===== config.mk =====
export PLATFORM = sky130hd
export DESIGN_NAME = mat4_transform_accumulator_unit
export DESIGN_NICKNAME = d
export VERILOG_FILES = /design/src/m4ta_pkg.sv /design/src/m4ta_store.sv /design/src/m4ta_mac.sv /design/src/mat4_transform_accumulator_unit.sv
export SDC_FILE = /design/constraint.sdc
export NUM_CORES = 2
export LEC_CHECK = 0
export BUFFER_PORTS_ARGS = -buffer_cell sky130_fd_sc_hd__buf_4
export CAP_MARGIN = 20
export CORE_ASPECT_RATIO = 1.75
export CORE_MARGIN = 3
export CORE_UTILIZATION = 44
export CTS_BUF_LIST = sky130_fd_sc_hd__clkbuf_8
export CTS_CLUSTER_DIAMETER = 40
export DETAILED_ROUTE_END_ITERATION = 10
export PLACE_DENSITY_LB_ADDON = 0.12
export SLEW_MARGIN = 0
export SYNTH_ARGS = -nofsm -noshare
export SYNTH_HDL_FRONTEND = slang
export SYNTH_HIERARCHICAL = 1
export SYNTH_SLANG_ARGS = --single-unit

===== constraint.sdc =====
create_clock -name clk -period 10 [get_ports clk]
set_clock_uncertainty 0.1 [all_clocks]
set_input_delay 0.5 -clock clk [delete_from_list [all_inputs] [get_ports clk]]
set_output_delay 0.5 -clock clk [all_outputs]
set_load 0.01 [all_outputs]

===== src/m4ta_pkg.sv =====
// ============================================================================
// m4ta_pkg
// Shared types, constants and a helper function for the 4x4 transform
// accumulator: action codes, pipeline tags and memory write beats.
// ============================================================================
package m4ta_pkg;

    localparam logic [31:0] Q_ONE = 32'h0001_0000;

    typedef enum logic [2:0] {
        ACT_IDENT = 3'd0,
        ACT_WRITE = 3'd1,
        ACT_MUL   = 3'd2,
        ACT_TRANS = 3'd3,
        ACT_SCALE = 3'd4,
        ACT_READ  = 3'd5
    } act_t;

    // Tag that travels with one multiply-accumulate step.
    typedef struct packed {
        logic       vld;
        logic       first;
        logic       last;
        logic [1:0] k;
        logic [1:0] col;
    } mac_tag_t;

    // Finished element leaving the multiply-accumulate pipeline.
    typedef struct packed {
        logic        vld;
        logic [1:0]  col;
        logic        sat;
        logic [31:0] value;
    } mac_wr_t;

    // One write beat into a matrix memory.
    typedef struct packed {
        logic        we;
        logic [3:0]  addr;
        logic [31:0] data;
    } mem_wr_t;

    // Element [k][j] of the translation or scale matrix.
    function automatic logic [31:0] rhs_elem(
        input logic [2:0]  act,
        input logic [1:0]  k,
        input logic [1:0]  j,
        input logic [31:0] x,
        input logic [31:0] y,
        input logic [31:0] z
    );
        logic [31:0] v;
        logic [31:0] xyz;
        begin
            case (k)
                2'd0:    xyz = x;
                2'd1:    xyz = y;
                2'd2:    xyz = z;
                default: xyz = Q_ONE;
            endcase
            v = 32'd0;
            if (act == ACT_TRANS) begin
                if (k == j) begin
                    v = Q_ONE;
                end else if (j == 2'd3) begin
                    v = xyz;
                end
            end else begin
                if (k == j) begin
                    v = xyz;
                end
            end
            return v;
        end
    endfunction

endpackage


===== src/m4ta_store.sv =====
// ============================================================================
// m4ta_store
// Current and operand matrix memories, one write and one registered read
// each. Per-entry valid bits make unwritten entries read as identity.
// ============================================================================
module m4ta_store (
    input  logic              clk,
    input  logic              rst_n,
    input  m4ta_pkg::mem_wr_t c_wr,
    input  logic [3:0]        c_raddr,
    output logic [31:0]       c_rdata,
    input  m4ta_pkg::mem_wr_t m_wr,
    input  logic [3:0]        m_raddr,
    output logic [31:0]       m_rdata
);
    import m4ta_pkg::*;

    logic [31:0] c_mem [16];
    logic [31:0] m_mem [16];
    logic [15:0] c_vld_reg;
    logic [15:0] m_vld_reg;
    logic [31:0] c_raw_reg;
    logic [31:0] m_raw_reg;
    logic        c_hit_reg;
    logic        m_hit_reg;
    logic        c_diag_reg;
    logic        m_diag_reg;

    always_ff @(posedge clk)
    begin
        if (c_wr.we)
        begin
            c_mem[c_wr.addr] <= c_wr.data;
        end
        if (m_wr.we)
        begin
            m_mem[m_wr.addr] <= m_wr.data;
        end
        c_raw_reg <= c_mem[c_raddr];
        m_raw_reg <= m_mem[m_raddr];
    end

    always_ff @(posedge clk or negedge rst_n)
    begin
        if (!rst_n)
        begin
            c_vld_reg  <= '0;
            m_vld_reg  <= '0;
            c_hit_reg  <= 1'b0;
            m_hit_reg  <= 1'b0;
            c_diag_reg <= 1'b0;
            m_diag_reg <= 1'b0;
        end
        else
        begin
            if (c_wr.we)
            begin
                c_vld_reg[c_wr.addr] <= 1'b1;
            end
            if (m_wr.we)
            begin
                m_vld_reg[m_wr.addr] <= 1'b1;
            end
            c_hit_reg  <= c_vld_reg[c_raddr];
            m_hit_reg  <= m_vld_reg[m_raddr];
            c_diag_reg <= (c_raddr[3:2] == c_raddr[1:0]);
            m_diag_reg <= (m_raddr[3:2] == m_raddr[1:0]);
        end
    end

    assign c_rdata = c_hit_reg ? c_raw_reg : (c_diag_reg ? Q_ONE : 32'd0);
    assign m_rdata = m_hit_reg ? m_raw_reg : (m_diag_reg ? Q_ONE : 32'd0);

endmodule


===== src/m4ta_mac.sv =====
// ============================================================================
// m4ta_mac
// Four-stage multiply-accumulate pipeline: product, truncation toward zero,
// row-by-column accumulation, and saturation to 32 bits.
// ============================================================================
module m4ta_mac (
    input  logic               clk,
    input  logic               rst_n,
    input  m4ta_pkg::mac_tag_t tag_in,
    input  logic signed [31:0] a,
    input  logic signed [31:0] b,
    output m4ta_pkg::mac_wr_t  wr
);
    import m4ta_pkg::*;

    localparam logic signed [49:0] SUM_MAX = 50'sd2147483647;
    localparam logic signed [49:0] SUM_MIN = -50'sd2147483648;

    mac_tag_t           tag2_reg;
    mac_tag_t           tag3_reg;
    mac_tag_t           tag4_reg;
    logic signed [63:0] prod_reg;
    logic signed [63:0] biased;
    logic signed [47:0] trunc_reg;
    logic signed [49:0] acc_reg;
    logic signed [49:0] acc_next;
    mac_wr_t            wr_reg;
    mac_wr_t            wr_next;

    // Adding 2^16-1 to a negative product makes the shift round toward zero.
    assign biased   = prod_reg + (prod_reg[63] ? 64'sd65535 : 64'sd0);
    assign acc_next = (tag3_reg.first ? 50'sd0 : acc_reg)
                      + {{2{trunc_reg[47]}}, trunc_reg};

    always_comb
    begin
        wr_next     = '0;
        wr_next.vld = tag4_reg.vld && tag4_reg.last;
        wr_next.col = tag4_reg.col;
        if (acc_reg > SUM_MAX)
        begin
            wr_next.sat   = 1'b1;
            wr_next.value = 32'h7FFF_FFFF;
        end
        else if (acc_reg < SUM_MIN)
        begin
            wr_next.sat   = 1'b1;
            wr_next.value = 32'h8000_0000;
        end
        else
        begin
            wr_next.value = acc_reg[31:0];
        end
    end

    always_ff @(posedge clk)
    begin
        prod_reg  <= a * b;
        trunc_reg <= biased[63:16];
        if (tag3_reg.vld)
        begin
            acc_reg <= acc_next;
        end
    end

    always_ff @(posedge clk or negedge rst_n)
    begin
        if (!rst_n)
        begin
            tag2_reg <= '0;
            tag3_reg <= '0;
            tag4_reg <= '0;
            wr_reg   <= '0;
        end
        else
        begin
            tag2_reg <= tag_in;
            tag3_reg <= tag2_reg;
            tag4_reg <= tag3_reg;
            wr_reg   <= wr_next;
        end
    end

    assign wr = wr_reg;

endmodule


===== src/mat4_transform_accumulator_unit.sv =====
// ============================================================================
// mat4_transform_accumulator_unit
// 4x4 Q16.16 transform accumulator: identity load, operand write, multiply,
// translate, scale and element read over two 16-entry matrix memories.
// ============================================================================
// An action is taken when start is high and busy is low; its single result
// beat appears on done with read_value and saturated, and cannot be held off.
// Operand write and unused action codes report in the cycle after start and
// leave busy low. Read passes through the registered memory read and then
// the read state; identity load makes one memory write per element. For
// multiply, translate and scale, each of the four rows is loaded through the
// single read port, then sixteen products go through one shared
// multiply-accumulate pipeline, which drains before the next row is loaded.
module mat4_transform_accumulator_unit (
    input  logic        clk,
    input  logic        rst_n,
    input  logic        start,
    output logic        busy,
    input  logic [2:0]  action,
    input  logic [1:0]  row,
    input  logic [1:0]  col,
    input  logic [31:0] operand_x,
    input  logic [31:0] operand_y,
    input  logic [31:0] operand_z,
    output logic        done,
    output logic [31:0] read_value,
    output logic        saturated
);
    import m4ta_pkg::*;

    typedef enum logic [6:0] {
        ST_IDLE   = 7'b0000001,
        ST_FILL   = 7'b0000010,
        ST_READ   = 7'b0000100,
        ST_LOAD   = 7'b0001000,
        ST_MAC    = 7'b0010000,
        ST_DRAIN  = 7'b0100000,
        ST_FINISH = 7'b1000000
    } state_t;

    state_t      state_reg, state_next;
    logic [2:0]  act_reg, act_next;
    logic [31:0] x_reg, x_next;
    logic [31:0] y_reg, y_next;
    logic [31:0] z_reg, z_next;
    logic [1:0]  row_reg, row_next;
    logic [3:0]  cnt_reg, cnt_next;
    logic        sat_reg, sat_next;
    logic        ld_vld_reg, ld_vld_next;
    logic [1:0]  ld_idx_reg, ld_idx_next;
    logic [31:0] rowbuf_reg [4];
    mac_tag_t    tag_s1_reg, tag_s0;
    logic [31:0] gen_s1_reg;
    logic        done_reg, done_next;
    logic [31:0] read_value_reg, read_value_next;
    logic        saturated_reg, saturated_next;

    mem_wr_t     c_wr, m_wr;
    logic [3:0]  c_raddr, m_raddr;
    logic [31:0] c_rdata, m_rdata;
    logic [31:0] mac_b;
    mac_wr_t     mac_wr;

    m4ta_store u_store (
        .clk     (clk),
        .rst_n   (rst_n),
        .c_wr    (c_wr),
        .c_raddr (c_raddr),
        .c_rdata (c_rdata),
        .m_wr    (m_wr),
        .m_raddr (m_raddr),
        .m_rdata (m_rdata)
    );

    assign mac_b = (act_reg == ACT_MUL) ? m_rdata : gen_s1_reg;

    m4ta_mac u_mac (
        .clk    (clk),
        .rst_n  (rst_n),
        .tag_in (tag_s1_reg),
        .a      (rowbuf_reg[tag_s1_reg.k]),
        .b      (mac_b),
        .wr     (mac_wr)
    );

    // Operand elements are walked column by column, k fastest.
    assign m_raddr = {cnt_reg[1:0], cnt_reg[3:2]};
    assign c_raddr = (state_reg == ST_IDLE) ? {row, col} : {row_reg, cnt_reg[1:0]};

    always_comb
    begin
        state_next      = state_reg;
        act_next        = act_reg;
        x_next          = x_reg;
        y_next          = y_reg;
        z_next          = z_reg;
        row_next        = row_reg;
        cnt_next        = cnt_reg;
        sat_next        = sat_reg;
        ld_vld_next     = 1'b0;
        ld_idx_next     = ld_idx_reg;
        tag_s0          = '0;
        done_next       = 1'b0;
        read_value_next = 32'd0;
        saturated_next  = 1'b0;
        c_wr            = '0;
        m_wr            = '0;

        case (state_reg)
            ST_IDLE:
            begin
                if (start)
                begin
                    act_next = action;
                    x_next   = operand_x;
                    y_next   = operand_y;
                    z_next   = operand_z;
                    cnt_next = 4'd0;
                    row_next = 2'd0;
                    sat_next = 1'b0;
                    case (action)
                        ACT_IDENT: state_next = ST_FILL;
                        ACT_WRITE:
                        begin
                            m_wr.we   = 1'b1;
                            m_wr.addr = {row, col};
                            m_wr.data = operand_x;
                            done_next = 1'b1;
                        end
                        ACT_MUL, ACT_TRANS, ACT_SCALE: state_next = ST_LOAD;
                        ACT_READ:  state_next = ST_READ;
                        default:   done_next  = 1'b1;
                    endcase
                end
            end
            ST_FILL:
            begin
                c_wr.we   = 1'b1;
                c_wr.addr = cnt_reg;
                c_wr.data = (cnt_reg[3:2] == cnt_reg[1:0]) ? x_reg : 32'd0;
                cnt_next  = cnt_reg + 4'd1;
                if (cnt_reg == 4'd15)
                begin
                    done_next  = 1'b1;
                    state_next = ST_IDLE;
                end
            end
            ST_READ:
            begin
                done_next       = 1'b1;
                read_value_next = c_rdata;
                state_next      = ST_IDLE;
            end
            ST_LOAD:
            begin
                ld_vld_next = 1'b1;
                ld_idx_next = cnt_reg[1:0];
                if (cnt_reg[1:0] == 2'd3)
                begin
                    cnt_next   = 4'd0;
                    state_next = ST_MAC;
                end
                else
                begin
                    cnt_next = cnt_reg + 4'd1;
                end
            end
            ST_MAC:
            begin
                tag_s0.vld   = 1'b1;
                tag_s0.k     = cnt_reg[1:0];
                tag_s0.col   = cnt_reg[3:2];
                tag_s0.first = (cnt_reg[1:0] == 2'd0);
                tag_s0.last  = (cnt_reg[1:0] == 2'd3);
                cnt_next     = cnt_reg + 4'd1;
                if (cnt_reg == 4'd15)
                begin
                    state_next = ST_DRAIN;
                end
            end
            ST_DRAIN:
            begin
                // The next row is loaded only once this row is fully written.
                if (mac_wr.vld && mac_wr.col == 2'd3)
                begin
                    cnt_next = 4'd0;
                    if (row_reg == 2'd3)
                    begin
                        state_next = ST_FINISH;
                    end
                    else
                    begin
                        row_next   = row_reg + 2'd1;
                        state_next = ST_LOAD;
                    end
                end
            end
            ST_FINISH:
            begin
                done_next      = 1'b1;
                saturated_next = sat_reg;
                state_next     = ST_IDLE;
            end
            default:
            begin
                state_next = ST_IDLE;
            end
        endcase

        if (mac_wr.vld)
        begin
            c_wr.we   = 1'b1;
            c_wr.addr = {row_reg, mac_wr.col};
            c_wr.data = mac_wr.value;
            sat_next  = sat_reg | mac_wr.sat;
        end
    end

    always_ff @(posedge clk)
    begin
        act_reg    <= act_next;
        x_reg      <= x_next;
        y_reg      <= y_next;
        z_reg      <= z_next;
        gen_s1_reg <= rhs_elem(act_reg, cnt_reg[1:0], cnt_reg[3:2], x_reg, y_reg, z_reg);
        if (ld_vld_reg)
        begin
            rowbuf_reg[ld_idx_reg] <= c_rdata;
        end
    end

    always_ff @(posedge clk or negedge rst_n)
    begin
        if (!rst_n)
        begin
            state_reg      <= ST_IDLE;
            row_reg        <= 2'd0;
            cnt_reg        <= 4'd0;
            sat_reg        <= 1'b0;
            ld_vld_reg     <= 1'b0;
            ld_idx_reg     <= 2'd0;
            tag_s1_reg     <= '0;
            done_reg       <= 1'b0;
            read_value_reg <= 32'd0;
            saturated_reg  <= 1'b0;
        end
        else
        begin
            state_reg      <= state_next;
            row_reg        <= row_next;
            cnt_reg        <= cnt_next;
            sat_reg        <= sat_next;
            ld_vld_reg     <= ld_vld_next;
            ld_idx_reg     <= ld_idx_next;
            tag_s1_reg     <= tag_s0;
            done_reg       <= done_next;
            read_value_reg <= read_value_next;
            saturated_reg  <= saturated_next;
        end
    end

    assign busy       = (state_reg != ST_IDLE);
    assign done       = done_reg;
    assign read_value = read_value_reg;
    assign saturated  = saturated_reg;

`ifndef SYNTHESIS
    // Finished elements only come back while a product is being formed.
    assert property (@(posedge clk) disable iff (!rst_n)
        mac_wr.vld |-> (state_reg == ST_MAC || state_reg == ST_DRAIN))
        else $error("element write-back outside a multiply");

    // The pipeline is empty whenever the block can take a new beat.
    assert property (@(posedge clk) disable iff (!rst_n)
        (state_reg == ST_IDLE) |-> !tag_s1_reg.vld)
        else $error("multiply pipeline still busy while idle");

    // Saturation is only reported at the end of a multiply.
    assert property (@(posedge clk) disable iff (!rst_n)
        (done && saturated) |-> $past(state_reg == ST_FINISH))
        else $error("saturation reported for a non-multiply action");

    // A nonzero read value only follows a read.
    assert property (@(posedge clk) disable iff (!rst_n)
        (done && read_value != 32'd0) |-> $past(state_reg == ST_READ))
        else $error("nonzero read value outside a read");
`endif

endmodule


==> After elaboration in Yosys (flattened, before gate mapping) <==
Memory sizes are Yosys's and may differ from the RTL's. A register that Yosys moved wholly into a read port is not among the register bits.
Cells that the tools add are included.
{ "totals": {"regBits": 437, "ram_bits": 1152, "input_bits": 106, "output_inout_bits": 35, "elab_cells": 176, "mem_count": 3} }
{ "op_classes": {"n_addsub": 4, "mul": 1, "n_lt_le_gt_ge": 8, "eq_ne": 32, "n_mux": 63, "n_bitwise": 3, "n_reduce_logical": 19} }
{ "mem_list": {"columns": ["name", "words", "width", "rd", "rd_ports_with_merged_regs", "write_ports", "line_no", "text"], "rows": [
  ["u_store.c_mem", 16, 32, 1, 1, 1, "m4ta_store.sv:18", "logic [31:0] c_mem [16];"],
  ["u_store.m_mem", 16, 32, 1, 1, 1, "m4ta_store.sv:19", "logic [31:0] m_mem [16];"],
  ["rowbuf_reg", 4, 32, 1, 0, 1, "mat4_transform_accumulator_unit.sv:51", "logic [31:0] rowbuf_reg [4];"]
]} }
{ "op_table": {"columns": ["operator", "count"], "rows": [
  ["32-bit 2-to-1 mux", 10],
  ["37-bit 2-to-1 mux", 5],
  ["32-bit one-hot mux with 3 select lines", 1],
  ["64-bit adder", 1],
  ["32-bit by 32-bit multiplier with 64-bit output", 1],
  ["50-bit adder", 1],
  ["50-bit by 32-bit > comparator with 1-bit output (second input constant)", 1],
  ["50-bit by 32-bit less-than comparator with 1-bit output (second input constant)", 1],
  ["50-bit 2-to-1 mux", 1],
  ["7-bit 2-to-1 mux", 7],
  ["7-bit one-hot mux with 5 select lines", 1],
  ["17-bit 2-to-1 mux", 2],
  ["33-bit 2-to-1 mux", 1],
  ["16-bit bitwise OR", 2],
  ["7-bit one-hot mux with 3 select lines", 1],
  ["4-bit by 5-bit less-than comparator with 1-bit output (second input constant)", 4],
  ["1-bit 2-to-1 mux", 19],
  ["16-bit 2-to-1 mux", 1],
  ["4-bit 2-to-1 mux", 4],
  ["4-bit one-hot mux with 4 select lines", 1],
  ["3-bit by 2-bit == test with 1-bit output (second input constant)", 4],
  ["2-bit inequality test (second input constant)", 6],
  ["2-bit == test (second input constant)", 5],
  ["1-bit binary-select mux with 4-bit select", 2],
  ["other kinds (34)", 48]
]} }

==> Logic depth before layout (Yosys ltp) <==
{ "logic_depth": {"ltp_word": 9, "ltp_mapped": 32} }

==> Hierarchy <==
Netlist, hierarchy kept.
{ "modules_own_cells": {"columns": ["module", "n_inst", "cells_per_inst", "area_each_um2"], "rows": [
  ["m4ta_mac", 1, 4747, 45722.6],
  ["m4ta_store", 1, 1838, 41564.9],
  ["mat4_transform_accumulator_unit", 1, 746, 12323.1]
]} }

==> Worst setup path before layout <==
No wires, ideal clock.
{ "synth_timing": {"kind": "flip-flop to flip-flop", "startpoint": "reg act_reg[2]", "endpoint": "reg u_mac.prod_reg[62]", "setup_time_ns": 0.072, "t_arrival_ns": 8.742, "required_ns": 9.828, "setup_slack_ns": 1.086, "path_stages_with_launch": 32, "n_path_buf": 2, "path_cell_list": "edfxtp_1 -> nor3b_1 -> clkbuf_1 -> mux2_2 -> clkbuf_1 -> nand2_1 -> inv_1 -> fa_1 -> inv_1 -> fa_1 -> inv_1 -> fa_1 -> fa_1 -> inv_1 -> fa_1 -> inv_1 -> fa_1 -> inv_1 -> fa_1 -> fa_1 -> inv_1 -> ha_1 -> a21o_1 -> a21o_1 -> a21o_1 -> a21o_1 -> a21oi_1 -> nor2b_1 -> o21ai_0 -> nand2b_1 -> a41oi_2 -> xnor2_1"} }
{ "synth_between": {"elab_chain_len": 3} }
{ "synth_rtl": {"columns": ["element", "line_no", "text"], "rows": [
  ["start, declared", "mat4_transform_accumulator_unit.sv:42", "logic [2:0] act_reg, act_next;"],
  ["start signal, assigned", "mat4_transform_accumulator_unit.sv:221", "act_reg <= act_next;"],
  ["3-bit by 2-bit == test with 1-bit output", "mat4_transform_accumulator_unit.sv:75", "assign mac_b = (act_reg == ACT_MUL) ? m_rdata : gen_s1_reg;"],
  ["32-bit 2-to-1 mux", "mat4_transform_accumulator_unit.sv:75", null],
  ["named net mac_b[2]", "mat4_transform_accumulator_unit.sv:61", "logic [31:0] mac_b;"],
  ["32-bit by 32-bit multiplier with 64-bit output", "m4ta_mac.sv:58", "prod_reg <= a * b;"],
  ["end signal, assigned", "m4ta_mac.sv:58", null],
  ["end, declared", "m4ta_mac.sv:22", "logic signed [63:0] prod_reg;"]
]} }
The timed path passes the listed nets, and every way through them passes these cells.
A chain may end at the register's enable or synchronous reset.

==> Worst setup path in the final report <==
{ "layout_timing": {"startpoint": "reg act_reg[0]", "endpoint": "reg u_mac.prod_reg[57]"} }
Same word-level chain as after synthesis.

==> flow_summary.yaml <==
setup_path:
  critPathLaunchType: "flip-flop"
  cp_slowest_stage_delay_ns: 0.68
  worst_r2r_endpoint: "u_mac/prod_reg[57]"
  worstSetupEndpointType: "flip-flop"
  rr_worst_depth: 28
  cpMostUsedCell: "fa_1"
  crit_fanout: 32
  r2r-start: "act_reg[0]"
  critPathArrivalTime_ns: 10.45
  required_ns: 10.73
  crit_type: "flip-flop to flip-flop"
  rrSetupSlack_ns: 0.28
  crit_slowest_cell: "mux2_2"
cts:
  cts-root-buf: "clkbuf_8"
  clkLatencyLatePin_ns: 1.05
  cts.path.max_buffers: 4
  post_cts_resized: 0
  cts.sinks: 1653
  h-tree-depth: 4
  cts_made_buffers: 248
  clk_pin_slew_ns: 0.06
  cts_tree: "done"
floorplan:
  fp.dieH_um: 635
  ios: 141
  dieArea_mm2: 0.232
  start_util: 0.443
  rows: 230
  core_mm2: 0.225
  die_w_um: 366
sta:
  finalCriticalPeriod_ns: 9.72
  fmax_mhz: 103
  maxSlewHeadroom: 0.314
  holdWs_ns: 0.0674
  setup_viol: 0
  tns_ns: 0
  hold_viol: 0
  period_share: 0.972
  tightest_slew_ns: 1.03
  drv_slew: 0
  rsz0062_at_grt: "no"
global_routing:
  grtUsageTotal: 0.262
  overflow: 0
  grt_start_max_net_pins: 90
  grt_pass1_vias: 67100
  grt_pass1_wl_mm: 439
  grt_antenna_before_repair: 15
route:
  num_vias: 59500
  remaining_drc_errors: 0
  via_per_inst: 5.46
  dr.pass1.iters: 6
  wl_met3_mm: 10.7
  antenna_left: 0
  wl_per_cell_um: 27.4
  drtIter0Drc: 3915
  wl_met2_mm: 168
  maxUsedRoutingLayer: "met4"
  wl_met1_mm: 98.7
  routed_wl_mm: 299
cells_and_area:
  final_nets: 9075
  layout_common_cells: "edfxtp_1, inv_1, fa_1"
  layout_commonest_cell: "edfxtp_1"
  area_growth_pct: 11.0
  drive_gt1_frac: 0.138
  finish.utilization: 0.492
logic_synthesis:
  synthFlopType: "edfxtp_1"
  synth_cells: 7331
  syn-num-nets: 8774
  synth_edf_count: 1301
  yosysSeqAreaShare: 0.470
  synthesis.area_mm2: 0.0996
  ys_seq_elements: 1653
  ys.warnings.count: 6
  async_flop_share: 0.0871
  ys_types: 109
  avgSynthCellArea_um2: 13.6
outcome:
  status: "complete, no violations"
place:
  portBuffers: 140
  gp_congestion: 0.904
  dp_hpwl_mm: 219
hold_path:
  hold_class: "input port to async pin"
flow_run:
  max_cap_viol_count: 0
-- worst max-delay path by stage --
stage,startpoint,end,slack (ns)
3_3_place_gp,act_reg[2],u_mac/prod_reg[57],0.37
4_1_cts,act_reg[2],u_mac/prod_reg[57],0.32
5_1_grt,act_reg[2],u_mac/prod_reg[57],0.03
6_report,act_reg[0],u_mac/prod_reg[57],0.28
2_1_floorplan,act_reg[2],u_mac/prod_reg[62],1.09
3_5_place_dp,tag_s1_reg[2],u_mac/prod_reg[57],0.33
-- logic make-up (layout without fill, tap and decap cells) --
group / Yosys count / count (layout) / share of synthesized area
AO/OA/AOI/OAI: 604 / 604 / 0.0445
AND/OR/NAND/NOR: 1837 / 1837 / 0.0938
other: 0 / 40 / 0
flip-flops: 1653 / 1653 / 0.470
adder cells (fa/ha/maj): 1337 / 1337 / 0.250
XOR/XNOR: 175 / 175 / 0.0154
buffers and inverters: 1394 / 1901 / 0.0557
multiplexers: 331 / 331 / 0.0709
-- metrics by stage --
step                cells  setup slack [ns]  area, um^2
finish              10900             0.280      111000
global route        10900            0.0285      111000
CTS                 10900             0.317      110000
detailed placement  10200             0.325      104000
global placement    10200             0.367      104000
floorplan            7331              1.09       99600
-- worst max-delay path, delay by kind of cell (launching register included) --
kind	cells	cell delay, ns
AO/OA/AOI/OAI	9	2.05
XOR/XNOR	1	0.33
adder cells (fa/ha/maj)	9	4.53
buffers and inverters	6	0.86
flip-flops	1	0.41
multiplexers	1	0.68
AND/OR/NAND/NOR	2	0.51
-- synth_stat cells (61+ instances only) --
| library cell | count | area, um^2 |
|---|---|---|
| a22oi_1 | 134 | 1010 |
| a21o_1 | 71 | 533 |
| nand2_1 | 717 | 2690 |
| and2_1 | 639 | 4000 |
| xnor2_1 | 126 | 1100 |
| o21ai_0 | 61 | 305 |
| inv_1 | 1017 | 3820 |
| clkbuf_1 | 299 | 1120 |
| mux4_2 | 296 | 6670 |
| ha_1 | 254 | 3180 |
| dfxtp_1 | 208 | 4160 |
| edfxtp_1 | 1301 | 39100 |
| fa_1 | 1083 | 21700 |
| nor2b_1 | 67 | 419 |
| nor2_1 | 150 | 563 |
| dfrtp_1 | 143 | 3580 |
| a21oi_1 | 110 | 551 |
-- per-layer routing --
metal	global-route usage	up-vias
met1	0.269	31800
met5	0	-
li1	-	25300
met4	0.158	0
met3	0.0301	743
met2	0.500	1754
-- cell type report --
class	instances	area (um^2)
diodes	40	100
clock buffers	275	3780
clock inverters	181	1020
fillers	19800	114000
inverters	1019	3820
multi-input cells	4284	47600
flip-flops and latches	1653	46800
well taps	3016	3770
repair buffers	426	3640
-- repair_timing --
action                    4_1_cts  5_1_grt
setup buffers                   0        0
hold buffers                  151        0
hold endpoints to repair      468        0
Power is left out: the tool's default activity adds up to more than one toggle a clock period on the data nets, which glitch-free logic cannot reach.
